[config.mk]
export PLATFORM = sky130hd
export DESIGN_NAME = omw_angle
export DESIGN_NICKNAME = d
export VERILOG_FILES = /design/src/hw/rtl/omni_wheel_heading_to_pwm_unit_defines.svh /design/src/hw/rtl/omw_pkg.sv /design/src/hw/rtl/omw_angle.sv
export SDC_FILE = /design/constraint.sdc
export NUM_CORES = 1
export LEC_CHECK = 0
export CORE_MARGIN = 1.5
export CORE_UTILIZATION = 50
export DETAILED_ROUTE_END_ITERATION = 7
export DONT_BUFFER_PORTS = 1
export GPL_TIMING_DRIVEN = 0
export PLACE_DENSITY = 0.71
export SLEW_MARGIN = 20
export SYNTH_ARGS = -nofsm -noshare
export SYNTH_HDL_FRONTEND = slang
export SYNTH_SLANG_ARGS = --single-unit
[constraint.sdc]
create_clock -name vclk -period 5.9
set_clock_uncertainty 0.05 [all_clocks]
set_input_delay 0.295 -clock vclk [all_inputs]
set_output_delay 0.295 -clock vclk [all_outputs]
set_load 0.005 [all_outputs]
[src/hw/rtl/omni_wheel_heading_to_pwm_unit_defines.svh]
// assertion macros shared by the omni wheel pwm block
`ifndef OMNI_WHEEL_HEADING_TO_PWM_UNIT_DEFINES_SVH
`define OMNI_WHEEL_HEADING_TO_PWM_UNIT_DEFINES_SVH

// same-cycle implication, disabled during reset
`define OMW_ASSERT_SAME(label, clk, rst_n, ante, cons) \
	label: assert property (@(posedge clk) disable iff (!rst_n) (ante) |-> (cons)) \
		else $error("omw assertion failed");

// next-cycle implication, disabled during reset
`define OMW_ASSERT_NEXT(label, clk, rst_n, ante, cons) \
	label: assert property (@(posedge clk) disable iff (!rst_n) (ante) |=> (cons)) \
		else $error("omw assertion failed");

`endif

[src/hw/rtl/omw_pkg.sv]
// types, constants and sine table for the omni wheel pwm block
package omw_pkg;

	localparam int HEAD_W  = 9;
	localparam int DUTY_W  = 7;
	localparam int TBL_W   = 17;
	localparam int TBL_FRAC = 16;
	localparam int IDX_W   = 7;

	localparam logic [HEAD_W:0] FULL_TURN = 10'd360;
	localparam logic [HEAD_W:0] OFS_ONE   = 10'd420;
	localparam logic [HEAD_W:0] OFS_TWO   = 10'd660;
	localparam logic [HEAD_W-1:0] QTR_ONE = 9'd90;
	localparam logic [HEAD_W-1:0] QTR_TWO = 9'd180;
	localparam logic [HEAD_W-1:0] QTR_THREE = 9'd270;
	localparam logic [7:0] DUTY_SCALE = 8'd100;

	typedef struct packed {
		logic [HEAD_W-1:0] one;
		logic [HEAD_W-1:0] two;
		logic [HEAD_W-1:0] three;
	} angles_t;

	typedef struct packed {
		logic [DUTY_W-1:0] duty;
		logic              reverse;
	} wheel_res_t;

	// round(65536*sin(d)) for d = 0..90, clamped above 90
	function automatic logic [TBL_W-1:0] quarter_sine(input logic [IDX_W-1:0] d);
		logic [TBL_W-1:0] v;
		unique case (d)
			7'd0: v = 17'd0;      7'd1: v = 17'd1144;   7'd2: v = 17'd2287;
			7'd3: v = 17'd3430;   7'd4: v = 17'd4572;   7'd5: v = 17'd5712;
			7'd6: v = 17'd6850;   7'd7: v = 17'd7987;   7'd8: v = 17'd9121;
			7'd9: v = 17'd10252;  7'd10: v = 17'd11380; 7'd11: v = 17'd12505;
			7'd12: v = 17'd13626; 7'd13: v = 17'd14742; 7'd14: v = 17'd15855;
			7'd15: v = 17'd16962; 7'd16: v = 17'd18064; 7'd17: v = 17'd19161;
			7'd18: v = 17'd20252; 7'd19: v = 17'd21336; 7'd20: v = 17'd22415;
			7'd21: v = 17'd23486; 7'd22: v = 17'd24550; 7'd23: v = 17'd25607;
			7'd24: v = 17'd26656; 7'd25: v = 17'd27697; 7'd26: v = 17'd28729;
			7'd27: v = 17'd29753; 7'd28: v = 17'd30767; 7'd29: v = 17'd31772;
			7'd30: v = 17'd32768; 7'd31: v = 17'd33754; 7'd32: v = 17'd34729;
			7'd33: v = 17'd35693; 7'd34: v = 17'd36647; 7'd35: v = 17'd37590;
			7'd36: v = 17'd38521; 7'd37: v = 17'd39441; 7'd38: v = 17'd40348;
			7'd39: v = 17'd41243; 7'd40: v = 17'd42126; 7'd41: v = 17'd42995;
			7'd42: v = 17'd43852; 7'd43: v = 17'd44695; 7'd44: v = 17'd45525;
			7'd45: v = 17'd46341; 7'd46: v = 17'd47143; 7'd47: v = 17'd47930;
			7'd48: v = 17'd48703; 7'd49: v = 17'd49461; 7'd50: v = 17'd50203;
			7'd51: v = 17'd50931; 7'd52: v = 17'd51643; 7'd53: v = 17'd52339;
			7'd54: v = 17'd53020; 7'd55: v = 17'd53684; 7'd56: v = 17'd54332;
			7'd57: v = 17'd54963; 7'd58: v = 17'd55578; 7'd59: v = 17'd56175;
			7'd60: v = 17'd56756; 7'd61: v = 17'd57319; 7'd62: v = 17'd57865;
			7'd63: v = 17'd58393; 7'd64: v = 17'd58903; 7'd65: v = 17'd59396;
			7'd66: v = 17'd59870; 7'd67: v = 17'd60326; 7'd68: v = 17'd60764;
			7'd69: v = 17'd61183; 7'd70: v = 17'd61584; 7'd71: v = 17'd61966;
			7'd72: v = 17'd62328; 7'd73: v = 17'd62672; 7'd74: v = 17'd62997;
			7'd75: v = 17'd63303; 7'd76: v = 17'd63589; 7'd77: v = 17'd63856;
			7'd78: v = 17'd64104; 7'd79: v = 17'd64332; 7'd80: v = 17'd64540;
			7'd81: v = 17'd64729; 7'd82: v = 17'd64898; 7'd83: v = 17'd65048;
			7'd84: v = 17'd65177; 7'd85: v = 17'd65287; 7'd86: v = 17'd65376;
			7'd87: v = 17'd65446; 7'd88: v = 17'd65496; 7'd89: v = 17'd65526;
			default: v = 17'd65536;
		endcase
		return v;
	endfunction

endpackage

[src/hw/rtl/omw_angle.sv]
// heading reduction and per-wheel angle offsets
module omw_angle
	import omw_pkg::*;
(
	input  logic [HEAD_W-1:0] heading,
	output angles_t           angles
);

	logic [HEAD_W:0] head_ext;
	logic [HEAD_W:0] head_red;
	logic [HEAD_W:0] ang_one;
	logic [HEAD_W:0] ang_two;

	always_comb begin
		head_ext = {1'b0, heading};
		head_red = (head_ext >= FULL_TURN) ? head_ext - FULL_TURN : head_ext;
		ang_one  = OFS_ONE - head_red;
		if (ang_one >= FULL_TURN) begin
			ang_one = ang_one - FULL_TURN;
		end
		ang_two  = OFS_TWO - head_red;
		if (ang_two >= FULL_TURN) begin
			ang_two = ang_two - FULL_TURN;
		end
		angles.one   = ang_one[HEAD_W-1:0];
		angles.two   = ang_two[HEAD_W-1:0];
		angles.three = head_red[HEAD_W-1:0];
	end

endmodule

## Yosys cells after proc, flatten, opt, wreduce, memory -nomap -nowiden

Index checks and enable logic that the tools add are counted.

| storage, ports and cells | value |
|---|---|
| bits in read-only memories | 0 |
| output and inout bits | 27 |
| bits in latches | 0 |
| bits in writable memories | 0 |
| bits in registers | 0 |
| memories | 0 |

| operators by class | value |
|---|---|
| reductions and logical operators | 0 |
| shift-type cells | 0 |
| divide/modulo/power cells | 0 |
| bitwise operators | 0 |
| $mul | 0 |
| $lt $le $gt $ge | 3 |
| add/subtract/negate cells | 5 |
| equal/unequal tests | 0 |
| multiplexer cells | 3 |

Operators with widths:

| cell | number |
|---|---|
| 10-bit by 9-bit >= comparator with 1-bit output, second input constant | 2 |
| 9-bit two-way mux | 2 |
| 9-bit subtractor, second input constant | 2 |
| 10-bit two-way mux | 1 |
| 10-bit subtractor, first input constant | 1 |
| 9-bit by 10-bit subtractor with 10-bit output, first input constant | 1 |
| 9-bit by 9-bit subtractor with 10-bit output, second input constant | 1 |
| 9-bit >= comparator, second input constant | 1 |

## Depth between registers and ports, before layout

Gate-level depths: netlist of run 1.

| depth | value |
|---|---|
| depth after elaboration | 5 |
| gate-level depth with buffers | 14 |

## Worst setup path before layout of run 1

Ideal clock, no wire load.

| path | value |
|---|---|
| path type | input -> output |
| from | in heading[4] |
| to | out angles[13] (netlist bit) |
| stages on the path | 11 |
| arrival time | 2,291 ps |
| path slack | 3,264 ps |
| path through | buf_6 inv_1 ha_1 nand2b_1 a221oi_4 inv_4 nor3_2 o21ai_2 nand2_2 mux2_2 nor3_1 |

RTL lines:

| item | RTL line | source |
|---|---|---|
| from (decl) | omw_angle.sv:5 | `input logic [HEAD_W-1:0] heading,` |
| to (decl) | omw_angle.sv:6 | `output angles_t angles` |

==> results of run 1 <==
==> worst paths after layout <==
| path | endpoint | slack [ns] | cells past startpoint | from |
|---|---|---|---|---|
| worst max-delay path | angles[13] | 2.86 | 11 | heading[4] |
| worst min-delay path | angles[11] | 0.61 | 1 | heading[2] |
==> synth_stat cells (all sizes together), types with 2 or more instances <==
cell / count / share of area, %
nor3: 8 / 4.8
nor3b: 2 / 1.1
a21oi: 11 / 4.0
o31ai: 2 / 1.5
mux2i: 5 / 4.5
a31oi: 3 / 1.8
o2bb2ai: 3 / 1.9
o211ai: 2 / 1.1
o21a: 3 / 1.6
o31a: 3 / 1.9
nand2b: 3 / 1.4
nand2: 14 / 4.2
nand3: 8 / 2.9
buf: 18 / 12
or2: 2 / 0.91
xor2: 2 / 1.3
nor2b: 3 / 1.4
a21o: 2 / 1.1
nor2: 15 / 4.5
xnor2: 8 / 5.1
o211a: 2 / 2.5
ha: 4 / 3.6
a31o: 2 / 1.3
a211oi: 2 / 1.1
nand3b: 3 / 1.6
a2111oi: 4 / 2.6
and4: 2 / 1.5
and2: 3 / 1.4
o21ai: 14 / 5.6
inv: 12 / 3.6
nor4: 2 / 0.91
a311oi: 2 / 1.7
o221a: 2 / 2.3
==> power groups by stage <==
stage	Clock (uW)	Sequential [uW]	Combinational, uW
detailed placement	0	0	176
floorplan	0	0	148
global route	0	0	197
global placement	0	0	172
finish	0	0	178
CTS	0	0	176
==> layout by cell type, fill, tap and decap left out, types with 4 or more instances in the layout <==
master	n
nand2_1	12
nand3_1	8
ha_1	4
mux2i_1	4
buf_6	7
inv_1	9
o21ai_0	8
xnor2_1	8
nor2_1	13
o21ai_1	4
nor3_1	4
buf_4	11
a21oi_1	11
==> area by class of cell <==
class                      count  area share, %
multi-input combinational    156          82.40
buffer                        18          11.41
inverter                      12          3.537
tap                           30          2.653
==> cell families after synthesis <==
kind of cell             after synthesis
adder cells (fa/ha/maj)                4
XOR/XNOR                              10
buffers and inverters                 30
AO/OA/AOI/OAI                         63
AND/OR/NAND/NOR                       73
multiplexers                           6
==> per-stage QoR <==
| stage | setup slack [ns] | util, % |
|---|---|---|
| floorplan | 3.264 | - |
| global placement | 2.983 | 55.60 |
| detailed placement | 2.922 | 55.60 |
| CTS | 2.914 | 55.60 |
| global route | 2.767 | 55.60 |
| finish | 2.863 | 55.60 |
==> metal layers <==
layer / vias to the layer above / routed length [um]
met5: - / 0
met4: 0 / 0
met3: 0 / 249
met2: 62 / 1630
met1: 667 / 1587
li1: 697 / -
==> critical path, stage by stage <==
cell	delay [ns]
buf_6	0.11
inv_1	0.04
ha_1	0.21
nand2b_1	0.20
a221oi_4	0.59
inv_4	0.15
nor3_2	0.24
o21ai_2	0.09
nand2_2	0.14
mux2_2	0.35
nor3_1	0.26
==> impl_metrics.toml, run 1 <==
[routing]
avgViaCountPerCell = 6.602
antenna_left = 0
routedWlPerCell_um = 16.05
first_iter_violations = 40
wl_um = 3467
drcViolationCount = 0
vias = 1426
drt_first_pass_iters = 4

[yosys]
synth_nets = 199
synth_area_mm2 = 0.001378
synth_top_family_by_area = "compound AO/OA/AOI/OAI gates"
yosys.area_share.simple_pct = 31.52
synth_warnings = 0
ys_seq_area_share_pct = 0
syn_avg_cell_area_um2 = 7.406
yosys.area_share.xor_xnor_pct = 6.358
synthCells = 186
synth.area.mux_share_pct = 5.359
yosys.area_share.adder_pct = 3.633
synthDistinctLibCells = 64
synth_compound_area_share_pct = 37.78

[layout]
area_delta_synth_final_pct = 2.725
n_clock_buffer = 0
num_antenna_cells = 0
fill_cells = 255
design.seq.count = 0
drive_gt1_share_pct = 23.12
stdcell_count = 216
multi_input_area_mm2 = 0.001166
postLayoutCellArea_mm2 = 0.001415
nets = 201
regArea_um2 = 0

[placement]
placed_cell_area_mm2 = 0.001415
dp_cells = 216
routabilityCongestion = 0.9412
place_hpwl_um = 2746
port_buffers = 0

[global_route]
grt_pass1_vias = 1289
overflow = 0
grt.busiest_layer = "met2"
grtUsageMet2_pct = 34.01
grt_use_met3_pct = 3.981
antenna_found_initial = 0
grt_pass1_wl_um = 5954
use_met1_pct = 32.16
grt_start_max_net_pins = 11
grt.total_usage_pct = 21.88

[power_and_ir_drop]
power.switching_uw = 103.0
p_sw_share_pct = 58.05
power.share.clock_pct = 0
internal_power_uw = 74.47
p_seq_share_pct = 0
combPwrFrac_pct = 100.0
power_density_mw_per_mm2 = 125.4
power_uw = 177.5
p_leak_uw = 0.0005486
vdd_drop_max_mv = 0.06778

[critical_path]
critPathKind = "primary input to output port"
worst-path-max-fanout = 10
end_kind = "output port"
startpoint_type = "primary input"
critPathArrivalTime_ns = 2.69
cp.required_ns = 5.56

[flow_run]
drv_cap = 0

[clocking]
cts_resized = 0
cts_hold_buf = 0
post_cts_buffers = 0

[die]
core_area_mm2 = 0.002545
io_pins = 36
die-area_mm2 = 0.003079
fp.dieW_um = 55.49
die_y_um = 55.49
start_util_pct = 54.13
rows = 18

[timing]
fin_crit_ns = 3.037
fmax_mhz = 329.2
hold_violations = 0
slew_headroom_pct = 58.20
tightest_slew_ns = 0.6204
fin_hold_ws_ns = 0.6132
rsz0062_at_grt = "no"
finalCritPeriodShare_pct = 51.48
fin_setup_tns_ns = 0
slew_viol_final = 0
setup_violations = 0

[outcome]
status = "finished clean"

[worst_hold_path]
hp-class = "primary input to output port"
Power figures use the tool's default switching activity.
==> inputs of run 2 (changes only) <==
- PLACE_DENSITY: 0.71 -> 0.74
- clock period: 5.9 -> 2.7 ns (I/O delays scaled with it)
==> impl_metrics.toml, run 2 (same netlist as run 1, synthesis figures left out) <==
[global_route]
grt_start_max_net_pins = 11
grt.total_usage_pct = 22.38
grt_pass1_vias = 1309
use_met1_pct = 31.50
grtUsageMet2_pct = 39.12
grt_pass1_wl_um = 5934
overflow = 0
grt.busiest_layer = "met2"
grt_use_met3_pct = 1.405
antenna_found_initial = 0

[power_and_ir_drop]
power_density_mw_per_mm2 = 274.0
p_leak_uw = 0.0005629
power_uw = 393.8
vdd_drop_max_mv = 0.1552

[routing]
antenna_left = 0
first_iter_violations = 76
drcViolationCount = 0
vias = 1459
drt_first_pass_iters = 5
avgViaCountPerCell = 6.662
routedWlPerCell_um = 16.27
wl_um = 3564

[die]
die_y_um = 55.49
die-area_mm2 = 0.003079
core_area_mm2 = 0.002545
rows = 18
start_util_pct = 54.13
fp.dieW_um = 55.49
io_pins = 36

[outcome]
status = "finished clean"

[layout]
design.seq.count = 0
final_common_cell = "buf_4"
stdcell_count = 219
postLayoutCellArea_mm2 = 0.001438
area_delta_synth_final_pct = 4.360
nets = 204
n_clock_buffer = 0
drive_gt1_share_pct = 24.34
num_antenna_cells = 0
final_cell_mix = "buf_4, nor2_1, nand2_1"
regArea_um2 = 0

[critical_path]
end_kind = "output port"
startpoint_type = "primary input"
critPathArrivalTime_ns = 2.33
worst-path-max-fanout = 8
critPathKind = "primary input to output port"
cp.required_ns = 2.52

[worst_hold_path]
hp-class = "primary input to output port"
holdPathStages = 1

[placement]
port_buffers = 0
place_hpwl_um = 2871
dp_cells = 216
routabilityCongestion = 0.9102
placed_cell_area_mm2 = 0.001415

[flow_run]
drv_cap = 0

[timing]
slew_headroom_pct = 52.51
finalCritPeriodShare_pct = 93.14
tightest_slew_ns = 0.7049
fin_setup_tns_ns = 0
setup_violations = 0
fin_crit_ns = 2.515
rsz0062_at_grt = "no"
fmax_mhz = 397.6
hold_violations = 0
slew_viol_final = 0

[clocking]
cts_resized = 0
cts_hold_buf = 0
run 2: cell types whose count changed in the layout (fill, tap and decap cells not counted):
cell	change
buf_4	+3
run 2: report_power, final:
part / switching (uW) / internal [uW] / total (uW)
sequential: 0 / 0 / 0
combinational: 226 / 168 / 394
clock: 0 / 0 / 0
total: 226 / 168 / 394
run 2: stage by stage:
step           util [%]  hold slack [ns]  setup slack, ns
4_1_cts           55.60           0.2986          0.06303
5_1_grt           56.49           0.3014          0.02666
6_report          56.49           0.2960           0.1852
3_5_place_dp      55.60           0.2969          0.06272
3_3_place_gp      55.60           0.2953           0.1162
2_1_floorplan         -           0.2868           0.3845
run 2: cell type report:
| type | instances | area (um^2) |
|---|---|---|
| multi-input combinational | 156 | 1166 |
| fill | 234 | 1107 |
| buffer | 18 | 161.4 |
| inverter | 12 | 50.05 |
| tap | 30 | 37.54 |
| timing repair buffer | 3 | 22.52 |
run 2: path summary, 6_finish.rpt:
check	endpoint	startpoint
max	angles[14]	heading[4]
min	angles[11]	heading[2]
run 2: per-layer routing:
metal,wire length [um],part of all wire [%]
met3,232,6.5
met1,1657,46
met5,0,0
met2,1674,47
met4,0,0
run 2: worst max-delay path, stage by stage:
cell and delay, ns:
buf_6 0.11, inv_1 0.05, ha_1 0.30, and3_1 0.19
or2_1 0.20, buf_4 0.17, inv_4 0.08, nand2_1 0.06
nand2_1 0.14, inv_1 0.06, ha_1 0.23, nor3_1 0.19
nor4b_1 0.30, nor4bb_1 0.12
run 2: what timing repair did:
action                                  4_1_cts  5_1_grt
endpoints found under the setup margin        0        6
setup buffers                                 0        3
hold endpoints to repair                      0        0
