**config.mk**
```make
export PLATFORM = sky130hd
export DESIGN_NAME = omw_wheel
export DESIGN_NICKNAME = d
export VERILOG_FILES = /design/src/hw/rtl/omni_wheel_heading_to_pwm_unit_defines.svh /design/src/hw/rtl/omw_pkg.sv /design/src/hw/rtl/omw_wheel.sv
export SDC_FILE = /design/constraint.sdc
export NUM_CORES = 1
export LEC_CHECK = 0
export BUFFER_PORTS_ARGS = -buffer_cell sky130_fd_sc_hd__buf_2
export CORE_ASPECT_RATIO = 0.8
export CORE_MARGIN = 2
export CORE_UTILIZATION = 64
export DETAILED_ROUTE_END_ITERATION = 10
export GPL_TIMING_DRIVEN = 0
export PLACE_DENSITY = 0.79
export SLEW_MARGIN = 20
export SYNTH_ARGS = -nofsm -noshare
export SYNTH_HDL_FRONTEND = slang
export SYNTH_SLANG_ARGS = --single-unit
```
**constraint.sdc**
```tcl
create_clock -name vclk -period 29.6
set_clock_uncertainty 0.15 [all_clocks]
set_input_delay 7.4 -clock vclk [all_inputs]
set_output_delay 7.4 -clock vclk [all_outputs]
set_load 0.005 [all_outputs]
```
**src/hw/rtl/omni_wheel_heading_to_pwm_unit_defines.svh**
```systemverilog
// assertion macros shared by the omni wheel pwm block
`ifndef OMNI_WHEEL_HEADING_TO_PWM_UNIT_DEFINES_SVH
`define OMNI_WHEEL_HEADING_TO_PWM_UNIT_DEFINES_SVH

// same-cycle implication, disabled during reset
`define OMW_ASSERT_SAME(label, clk, rst_n, ante, cons) \
	label: assert property (@(posedge clk) disable iff (!rst_n) (ante) |-> (cons)) \
		else $error("omw assertion failed");

// next-cycle implication, disabled during reset
`define OMW_ASSERT_NEXT(label, clk, rst_n, ante, cons) \
	label: assert property (@(posedge clk) disable iff (!rst_n) (ante) |=> (cons)) \
		else $error("omw assertion failed");

`endif

```
**src/hw/rtl/omw_pkg.sv**
```systemverilog
// types, constants and sine table for the omni wheel pwm block
package omw_pkg;

	localparam int HEAD_W  = 9;
	localparam int DUTY_W  = 7;
	localparam int TBL_W   = 17;
	localparam int TBL_FRAC = 16;
	localparam int IDX_W   = 7;

	localparam logic [HEAD_W:0] FULL_TURN = 10'd360;
	localparam logic [HEAD_W:0] OFS_ONE   = 10'd420;
	localparam logic [HEAD_W:0] OFS_TWO   = 10'd660;
	localparam logic [HEAD_W-1:0] QTR_ONE = 9'd90;
	localparam logic [HEAD_W-1:0] QTR_TWO = 9'd180;
	localparam logic [HEAD_W-1:0] QTR_THREE = 9'd270;
	localparam logic [7:0] DUTY_SCALE = 8'd100;

	typedef struct packed {
		logic [HEAD_W-1:0] one;
		logic [HEAD_W-1:0] two;
		logic [HEAD_W-1:0] three;
	} angles_t;

	typedef struct packed {
		logic [DUTY_W-1:0] duty;
		logic              reverse;
	} wheel_res_t;

	// round(65536*sin(d)) for d = 0..90, clamped above 90
	function automatic logic [TBL_W-1:0] quarter_sine(input logic [IDX_W-1:0] d);
		logic [TBL_W-1:0] v;
		unique case (d)
			7'd0: v = 17'd0;      7'd1: v = 17'd1144;   7'd2: v = 17'd2287;
			7'd3: v = 17'd3430;   7'd4: v = 17'd4572;   7'd5: v = 17'd5712;
			7'd6: v = 17'd6850;   7'd7: v = 17'd7987;   7'd8: v = 17'd9121;
			7'd9: v = 17'd10252;  7'd10: v = 17'd11380; 7'd11: v = 17'd12505;
			7'd12: v = 17'd13626; 7'd13: v = 17'd14742; 7'd14: v = 17'd15855;
			7'd15: v = 17'd16962; 7'd16: v = 17'd18064; 7'd17: v = 17'd19161;
			7'd18: v = 17'd20252; 7'd19: v = 17'd21336; 7'd20: v = 17'd22415;
			7'd21: v = 17'd23486; 7'd22: v = 17'd24550; 7'd23: v = 17'd25607;
			7'd24: v = 17'd26656; 7'd25: v = 17'd27697; 7'd26: v = 17'd28729;
			7'd27: v = 17'd29753; 7'd28: v = 17'd30767; 7'd29: v = 17'd31772;
			7'd30: v = 17'd32768; 7'd31: v = 17'd33754; 7'd32: v = 17'd34729;
			7'd33: v = 17'd35693; 7'd34: v = 17'd36647; 7'd35: v = 17'd37590;
			7'd36: v = 17'd38521; 7'd37: v = 17'd39441; 7'd38: v = 17'd40348;
			7'd39: v = 17'd41243; 7'd40: v = 17'd42126; 7'd41: v = 17'd42995;
			7'd42: v = 17'd43852; 7'd43: v = 17'd44695; 7'd44: v = 17'd45525;
			7'd45: v = 17'd46341; 7'd46: v = 17'd47143; 7'd47: v = 17'd47930;
			7'd48: v = 17'd48703; 7'd49: v = 17'd49461; 7'd50: v = 17'd50203;
			7'd51: v = 17'd50931; 7'd52: v = 17'd51643; 7'd53: v = 17'd52339;
			7'd54: v = 17'd53020; 7'd55: v = 17'd53684; 7'd56: v = 17'd54332;
			7'd57: v = 17'd54963; 7'd58: v = 17'd55578; 7'd59: v = 17'd56175;
			7'd60: v = 17'd56756; 7'd61: v = 17'd57319; 7'd62: v = 17'd57865;
			7'd63: v = 17'd58393; 7'd64: v = 17'd58903; 7'd65: v = 17'd59396;
			7'd66: v = 17'd59870; 7'd67: v = 17'd60326; 7'd68: v = 17'd60764;
			7'd69: v = 17'd61183; 7'd70: v = 17'd61584; 7'd71: v = 17'd61966;
			7'd72: v = 17'd62328; 7'd73: v = 17'd62672; 7'd74: v = 17'd62997;
			7'd75: v = 17'd63303; 7'd76: v = 17'd63589; 7'd77: v = 17'd63856;
			7'd78: v = 17'd64104; 7'd79: v = 17'd64332; 7'd80: v = 17'd64540;
			7'd81: v = 17'd64729; 7'd82: v = 17'd64898; 7'd83: v = 17'd65048;
			7'd84: v = 17'd65177; 7'd85: v = 17'd65287; 7'd86: v = 17'd65376;
			7'd87: v = 17'd65446; 7'd88: v = 17'd65496; 7'd89: v = 17'd65526;
			default: v = 17'd65536;
		endcase
		return v;
	endfunction

endpackage

```
**src/hw/rtl/omw_wheel.sv**
```systemverilog
// sine lookup and duty / direction for one wheel
module omw_wheel
	import omw_pkg::*;
#(
	parameter int FRAC_BITS = 12
) (
	input  logic [HEAD_W-1:0] angle,
	output wheel_res_t        res
);

	localparam int SH = TBL_FRAC - FRAC_BITS;
	localparam int MAG_W = FRAC_BITS + 1;
	localparam int PROD_W = FRAC_BITS + 8;
	localparam logic [MAG_W-1:0] ONE = MAG_W'(1) << FRAC_BITS;

	logic [HEAD_W-1:0] fold;
	logic              neg;
	logic [TBL_W-1:0]  tbl;
	logic [TBL_W:0]    rnd;
	logic [MAG_W-1:0]  mag;
	logic [MAG_W-1:0]  val;
	logic              rev;
	logic [PROD_W-1:0] prod;

	always_comb begin
		priority if (angle <= QTR_ONE) begin
			fold = angle;
			neg  = 1'b0;
		end else if (angle <= QTR_TWO) begin
			fold = QTR_TWO - angle;
			neg  = 1'b0;
		end else if (angle < QTR_THREE) begin
			fold = angle - QTR_TWO;
			neg  = 1'b1;
		end else begin
			fold = FULL_TURN[HEAD_W-1:0] - angle;
			neg  = 1'b1;
		end
		tbl  = quarter_sine(fold[IDX_W-1:0]);
		rnd  = ({tbl, 1'b0} >> SH) + (TBL_W+1)'(1);
		mag  = rnd[MAG_W:1];
		rev  = neg && (mag != '0);
		val  = rev ? ONE - mag : mag;
		prod = PROD_W'(val) * PROD_W'(DUTY_SCALE);
		res.duty    = prod[FRAC_BITS+DUTY_W-1:FRAC_BITS];
		res.reverse = rev;
	end

endmodule

```
# Yosys cells after proc, flatten, opt, wreduce, memory -nomap -nowiden

Memory sizes are Yosys's and may differ from the RTL's.
Cells that the tools add are included.

Flip-flop bits (word level): 0
Bits in read-only memories: 2176
Bits of input ports: 9
Memories kept: 1

Memory list:

| memory           | words | bits a word | read ports | clocked after memory_dff | wr ports | line          | text |
|---|---|---|---|---|---|---|---|
| (name not given) | 128   | 17          | 1          | 0                        | 0        | omw_pkg.sv:32 | `unique case (d)` |

Add/subtract/negate cells: 5
Multipliers: 1
Magnitude comparators: 3
Multiplexer cells: 6
Reductions and logical operators: 2

Operators by type and width:

| kind                                                                              | number |
|---|---|
| 7-bit 2-to-1 mux                                                                  | 3 |
| 13-bit by 5-bit multiplier with 17-bit output (second input constant)             | 1 |
| 14-bit by 1-bit adder with 14-bit output (second input constant)                  | 1 |
| 13-bit 2-to-1 mux                                                                 | 1 |
| 13-bit nonzero test                                                               | 1 |
| 13-bit subtractor (first input constant)                                          | 1 |
| 9-bit by 7-bit less-or-equal comparator with 1-bit output (second input constant) | 1 |
| 9-bit by 8-bit less-or-equal comparator with 1-bit output (second input constant) | 1 |
| 9-bit < comparator (second input constant)                                        | 1 |
| 6-bit by 7-bit subtractor with 7-bit output (first input constant)                | 1 |
| 7-bit by 6-bit subtractor with 7-bit output (second input constant)               | 1 |
| 7-bit subtractor (first input constant)                                           | 1 |
| 1-bit 2-to-1 mux                                                                  | 2 |
| 1-bit logical AND                                                                 | 1 |

# Logic depth before layout (Yosys ltp)

Gate-level depths: netlist of run 1.
An unclocked memory read counts as a cell.

Depth after elaboration: 10
Gate-level depth with buffers: 42
Depth with buffers taken out: 39

# Least setup slack after synthesis of run 1

No wires, ideal clock.

Path kind: input to output
Start: input port angle[0]
End: output port res[4] (netlist bit)
Data arrival time: 16.505 ns
Path slack: 5.545 ns
Stages on the path: 39
Buffers on the path: 3
Cells stage by stage: buf_2 -> clkinv_1 -> ha_1 -> and2_1 -> o31a_1 -> a31oi_1 -> mux2_2 -> clkbuf_1 -> ha_1 -> clkbuf_1 -> nor4_1 -> a21oi_1 -> mux2i_1 -> o221ai_2 -> a221oi_4 -> ha_1 -> nand2_1 -> o32ai_1 -> (+3 left out) -> nor4_4 -> and3_2 -> a21oi_4 -> nand2_1 -> xor2_1 -> ha_1 -> ha_1 -> fa_1 -> ha_1 -> a21o_1 -> a21o_1 -> or3_1 -> a31o_2 -> a211oi_1 -> nand4_1 -> a31oi_4 -> mux2i_1 -> o2111ai_1

RTL lines:

| what            | line           | text |
|---|---|---|
| start, declared | omw_wheel.sv:7 | `input logic [HEAD_W-1:0] angle,` |
| end, declared   | omw_wheel.sv:8 | `output wheel_res_t res` |

==> impl_metrics.ini, run 1 <==
[outcome]
status = finished with violations
violations = DRC

[routing]
vias_per_cell = 7.63
ant_nets = 0
wl_per_cell_um = 22.8
wirelength_mm = 15.7
vias = 5275
route.detailed.drc = 3
firstDrtPassIters = 11
drtIter0Drc = 1118

[cts]
ctsHoldBuffers = 0
cts_resized = 0
cts_setup_buffers = 0

[sta]
final.min_clock_period_ns = 26.81
post-route-period-util_pct = 90.6
tns_ns = 0
finalSetupViolations = 0
relSlewSlack_pct = 25.8
fmax_ghz = 0.0373
rsz0062_at_grt = false
slew_viol_final = 0
tightest_slew_ns = 1.11
finalHoldViolations = 0
hold_slack_ns = 15.88

[global_route]
grt-ovfl-total = 0
grt_pass1_vias = 5024
gr-usage-all-layers_pct = 43.1
grt_max_degree = 18
grt_pass1_wl_mm = 25.2
antenna_found_initial = 0

[synthesis]
synth_cells = 592
synth_cell_type_count = 90
synth.avg_cell_area_sq_um = 7.08
synthesis.area_sq_um = 4190
synth_top_area_cell = ha_1
synth_warnings = 0
synth.net_count = 669
synth-seq-area-share_pct = 0
synth.area.top_cells = ha_1 18%, nand2_1 4.7%, a21oi_1 4.2%, xnor2_1 4.0%, o21ai_0 3.7%
synth_top_area_share_pct = 18.2

[hold_path]
hold_path.class = primary input to primary output
min_path_cells = 7
hp-start = angle[4]
hold_end = res[0]

[pwr]
p_sw_share_pct = 58.3
power.switching_mw = 0.354
p_int_mw = 0.253
combinationalPowerShare_pct = 100.0
p_seq_share_pct = 0
p_leak_nw = 1.84
clkPwrFrac_pct = 0
vdd.ir_drop.worst_mv = 0.154
powerDensity_nw_per_um2 = 139

[final_layout]
final_common_cell = ha_1
multi_input_area_sq_um = 3850
diodes = 0
final_cell_mix = 61 x ha_1, 52 x nand2_1, 39 x nor2_1
seq_cells = 0
regArea_sq_um = 0
drive_above_1_share_pct = 11.0
fill_cells = 551
fin_nets = 686
clkbuf_count = 0
syn_to_final_growth_pct = 4.30

[setup_path]
cp_slowest_cell = clkbuf_1
worstPathRequired_ns = 22.05
crit_fanout = 17
critical-path-max-stage-delay_ns = 0.72
start_kind = primary input
arrival_ns = 19.26
critPathKind = primary input to primary output
cpMostUsedCell = ha_1
endpoint_kind = primary output

[flow_run]
max_cap_violations = 0

[placement]
numPortBuffers = 15
globalplace.congestion = 1.15
dp_hpwl_mm = 12.0

[floorplanning]
core_sq_um = 6340
die_area_sq_um = 7210
rows = 26
io_pins = 17
die_h_um = 76.4
initial_core_util_pct = 66.0
die_w_um = 94.5
[layout make-up]
type / instances / area share [%]
repair buffers: 15 / 1.72
inverters: 40 / 3.44
plain buffers: 39 / 4.41
well taps: 84 / 2.41
multi-input cells: 513 / 88.0
[how the worst max path moves through the flow]
stage	from	endpoint
floorplan	angle[0]	res[4]
detailed placement	angle[0]	res[4]
global placement	angle[0]	res[4]
finish	angle[0]	res[5]
CTS	angle[0]	res[4]
global route	angle[0]	res[4]
[routing by layer]
layer | global-route usage [%] | up-vias | wire, um
met2 | 63.2 | 478 | 6210
met3 | 20.1 | 127 | 2530
met1 | 55.7 | 2381 | 6150
met4 | 13.9 | 0 | 836
li1 | - | 2289 | -
met5 | 0 | - | 0
[synth_stat cells, types with 5 or more instances]
cell,n
o21a_1,6
and3_1,7
a21o_1,9
a31oi_1,11
xor2_1,14
a221o_1,6
and2_1,5
nor3_1,16
ha_1,61
a21oi_1,35
fa_1,7
o211ai_1,12
buf_2,19
o2111ai_1,6
a211oi_1,20
o21ai_0,31
nand4_1,8
o31ai_1,6
o221ai_1,5
or3_1,5
nand3_1,27
o21ai_1,7
clkbuf_1,12
xnor2_1,19
nor2_1,39
inv_1,38
nand2_1,52
[kinds of logic (layout without fill, tap and decap cells)]
group / Yosys count / in the layout / share of synthesized area, %
buffers and inverters: 79 / 94 / 8.18
muxes: 5 / 5 / 1.22
AOI/OAI and AO/OA: 212 / 212 / 37.4
adders and majority gates: 68 / 68 / 21.6
xor gates and xnor gates: 34 / 34 / 7.29
and+or+nand+nor: 194 / 194 / 24.4
[critical path, delay by kind of cell]
| kind | cells | cell delay [ns] |
|---|---|---|
| simple gates | 11 | 2.97 |
| compound gates | 12 | 2.96 |
| fa+ha+maj | 7 | 2.57 |
| buf+inv | 6 | 2.11 |
| xor+xnor | 3 | 0.74 |
| mux | 2 | 0.49 |
[power by group through the flow]
| stage | clock [mW] | combinational (mW) | sequential [mW] |
|---|---|---|---|
| floorplan | 0 | 0.426 | 0 |
| global placement | 0 | 0.551 | 0 |
| detailed placement | 0 | 0.587 | 0 |
| CTS | 0 | 0.591 | 0 |
| global route | 0 | 0.678 | 0 |
| finish | 0 | 0.606 | 0 |
[per-stage QoR]
step / cell area, sq um / setup WS, ns / std cells / utilization (%) / total power [mW]
2_1_floorplan: 4190 / 5.55 / 592 / - / 0.426
3_3_place_gp: 4370 / 3.59 / 691 / 68.9 / 0.551
3_5_place_dp: 4370 / 3.30 / 691 / 68.9 / 0.587
4_1_cts: 4370 / 3.26 / 691 / 68.9 / 0.591
5_1_grt: 4370 / 2.33 / 691 / 68.9 / 0.678
6_report: 4370 / 2.79 / 691 / 68.9 / 0.606
Note: power is estimated with default switching activity, not from simulation.
==> run 2, diff against run 1 <==
- RECOVER_POWER: not set -> 25
==> impl_metrics.ini, run 2 (synthesis results as in run 1) <==
[floorplanning]
rows = 26
initial_core_util_pct = 66.0
io_pins = 17
die_area_sq_um = 7210
core_sq_um = 6340
die_w_um = 94.5
die_h_um = 76.4

[global_route]
use_met3_pct = 20.1
grt_pass1_wl_mm = 25.2
met1_usage_pct = 55.7
gr-max-usage-layer = met2
gr-usage-all-layers_pct = 43.1
grt_pass1_vias = 5024
antenna_found_initial = 0
grt-ovfl-total = 0
grt_max_degree = 18
grtUsageMet2_pct = 63.2

[cts]
cts_setup_buffers = 0
ctsHoldBuffers = 0
cts_resized = 0

[routing]
wirelength_mm = 15.8
vias = 5321
route.detailed.drc = 10
ant_nets = 0
firstDrtPassIters = 11
wl_per_cell_um = 22.8
drtIter0Drc = 1205
vias_per_cell = 7.70

[final_layout]
final_common_cell = ha_1
fin_nets = 686
stdcell_area_sq_um = 4360
diodes = 0
seq_cells = 0
clkbuf_count = 0
drive_above_1_share_pct = 10.7
syn_to_final_growth_pct = 4.00
final_cell_mix = 61 x ha_1, 52 x nand2_1, 39 x nor2_1
regArea_sq_um = 0

[setup_path]
critical-path-max-stage-delay_ns = 0.70
cp_slowest_cell = clkinv_1
arrival_ns = 20.01
start_kind = primary input
worstPathRequired_ns = 22.05
endpoint_kind = primary output
critPathKind = primary input to primary output
crit_fanout = 17
cpMostUsedCell = ha_1

[sta]
tightest_slew_ns = 0.987
fin_ws_ns = 2.04
slew_viol_final = 0
relSlewSlack_pct = 34.0
post-route-period-util_pct = 93.1
final.min_clock_period_ns = 27.56
fmax_ghz = 0.0363
finalHoldViolations = 0
rsz0062_at_grt = false
finalSetupViolations = 0
hold_slack_ns = 16.00
tns_ns = 0

[outcome]
status = finished with violations
violations = DRC

[placement]
globalplace.congestion = 1.15
dp_hpwl_mm = 12.0
placed_area_sq_um = 4370
numPortBuffers = 15
place_ws_ns = 3.30

[pwr]
vdd.ir_drop.worst_mv = 0.153
p_leak_nw = 1.84
powerDensity_nw_per_um2 = 139
p_total_mw = 0.606

[hold_path]
hold_path.class = primary input to primary output
hold_end = res[7]
min_path_cells = 10
hp-start = angle[4]

[flow_run]
max_cap_violations = 0
## run 2: area by class of cell
type               count  area [sq um]
repair buffers        15          75.1
well taps             84           105
inverters             40           150
plain buffers         39           191
fillers              554          1990
multi-input cells    513          3830
## run 2: how the worst max path moves through the flow
stage,cells past startpoint,start,slack [ns],end
global placement,41,angle[0],3.59,res[4]
floorplan,39,angle[0],5.55,res[4]
CTS,41,angle[0],3.26,res[4]
global route,41,angle[0],1.52,res[4]
detailed placement,41,angle[0],3.30,res[4]
finish,41,angle[0],2.04,res[4]
## run 2: report_power, final
| group | switching [mW] | leakage, nW | internal (mW) |
|---|---|---|---|
| Clock | 0 | 0 | 0 |
| Combinational | 0.354 | 1.84 | 0.252 |
| Sequential | 0 | 0 | 0 |
## run 2: critical path, delay by kind of cell
kind	cells	cell delay, ns
AOI/OAI and AO/OA	13	3.54
and+or+nand+nor	10	2.69
adders and majority gates	7	2.56
buffers and inverters	6	2.48
muxes	3	0.71
xor gates and xnor gates	2	0.61
## run 2: stage by stage
step / utilization [%] / cells
2_1_floorplan: - / 592
3_3_place_gp: 68.9 / 691
3_5_place_dp: 68.9 / 691
4_1_cts: 68.9 / 691
5_1_grt: 68.7 / 691
6_report: 68.7 / 691
## run 2: metal layers
layer / wire (um) / up-vias
li1: - / 2298
met1: 6130 / 2362
met2: 6150 / 515
met3: 2520 / 142
met4: 911 / 4
met5: 75 / -
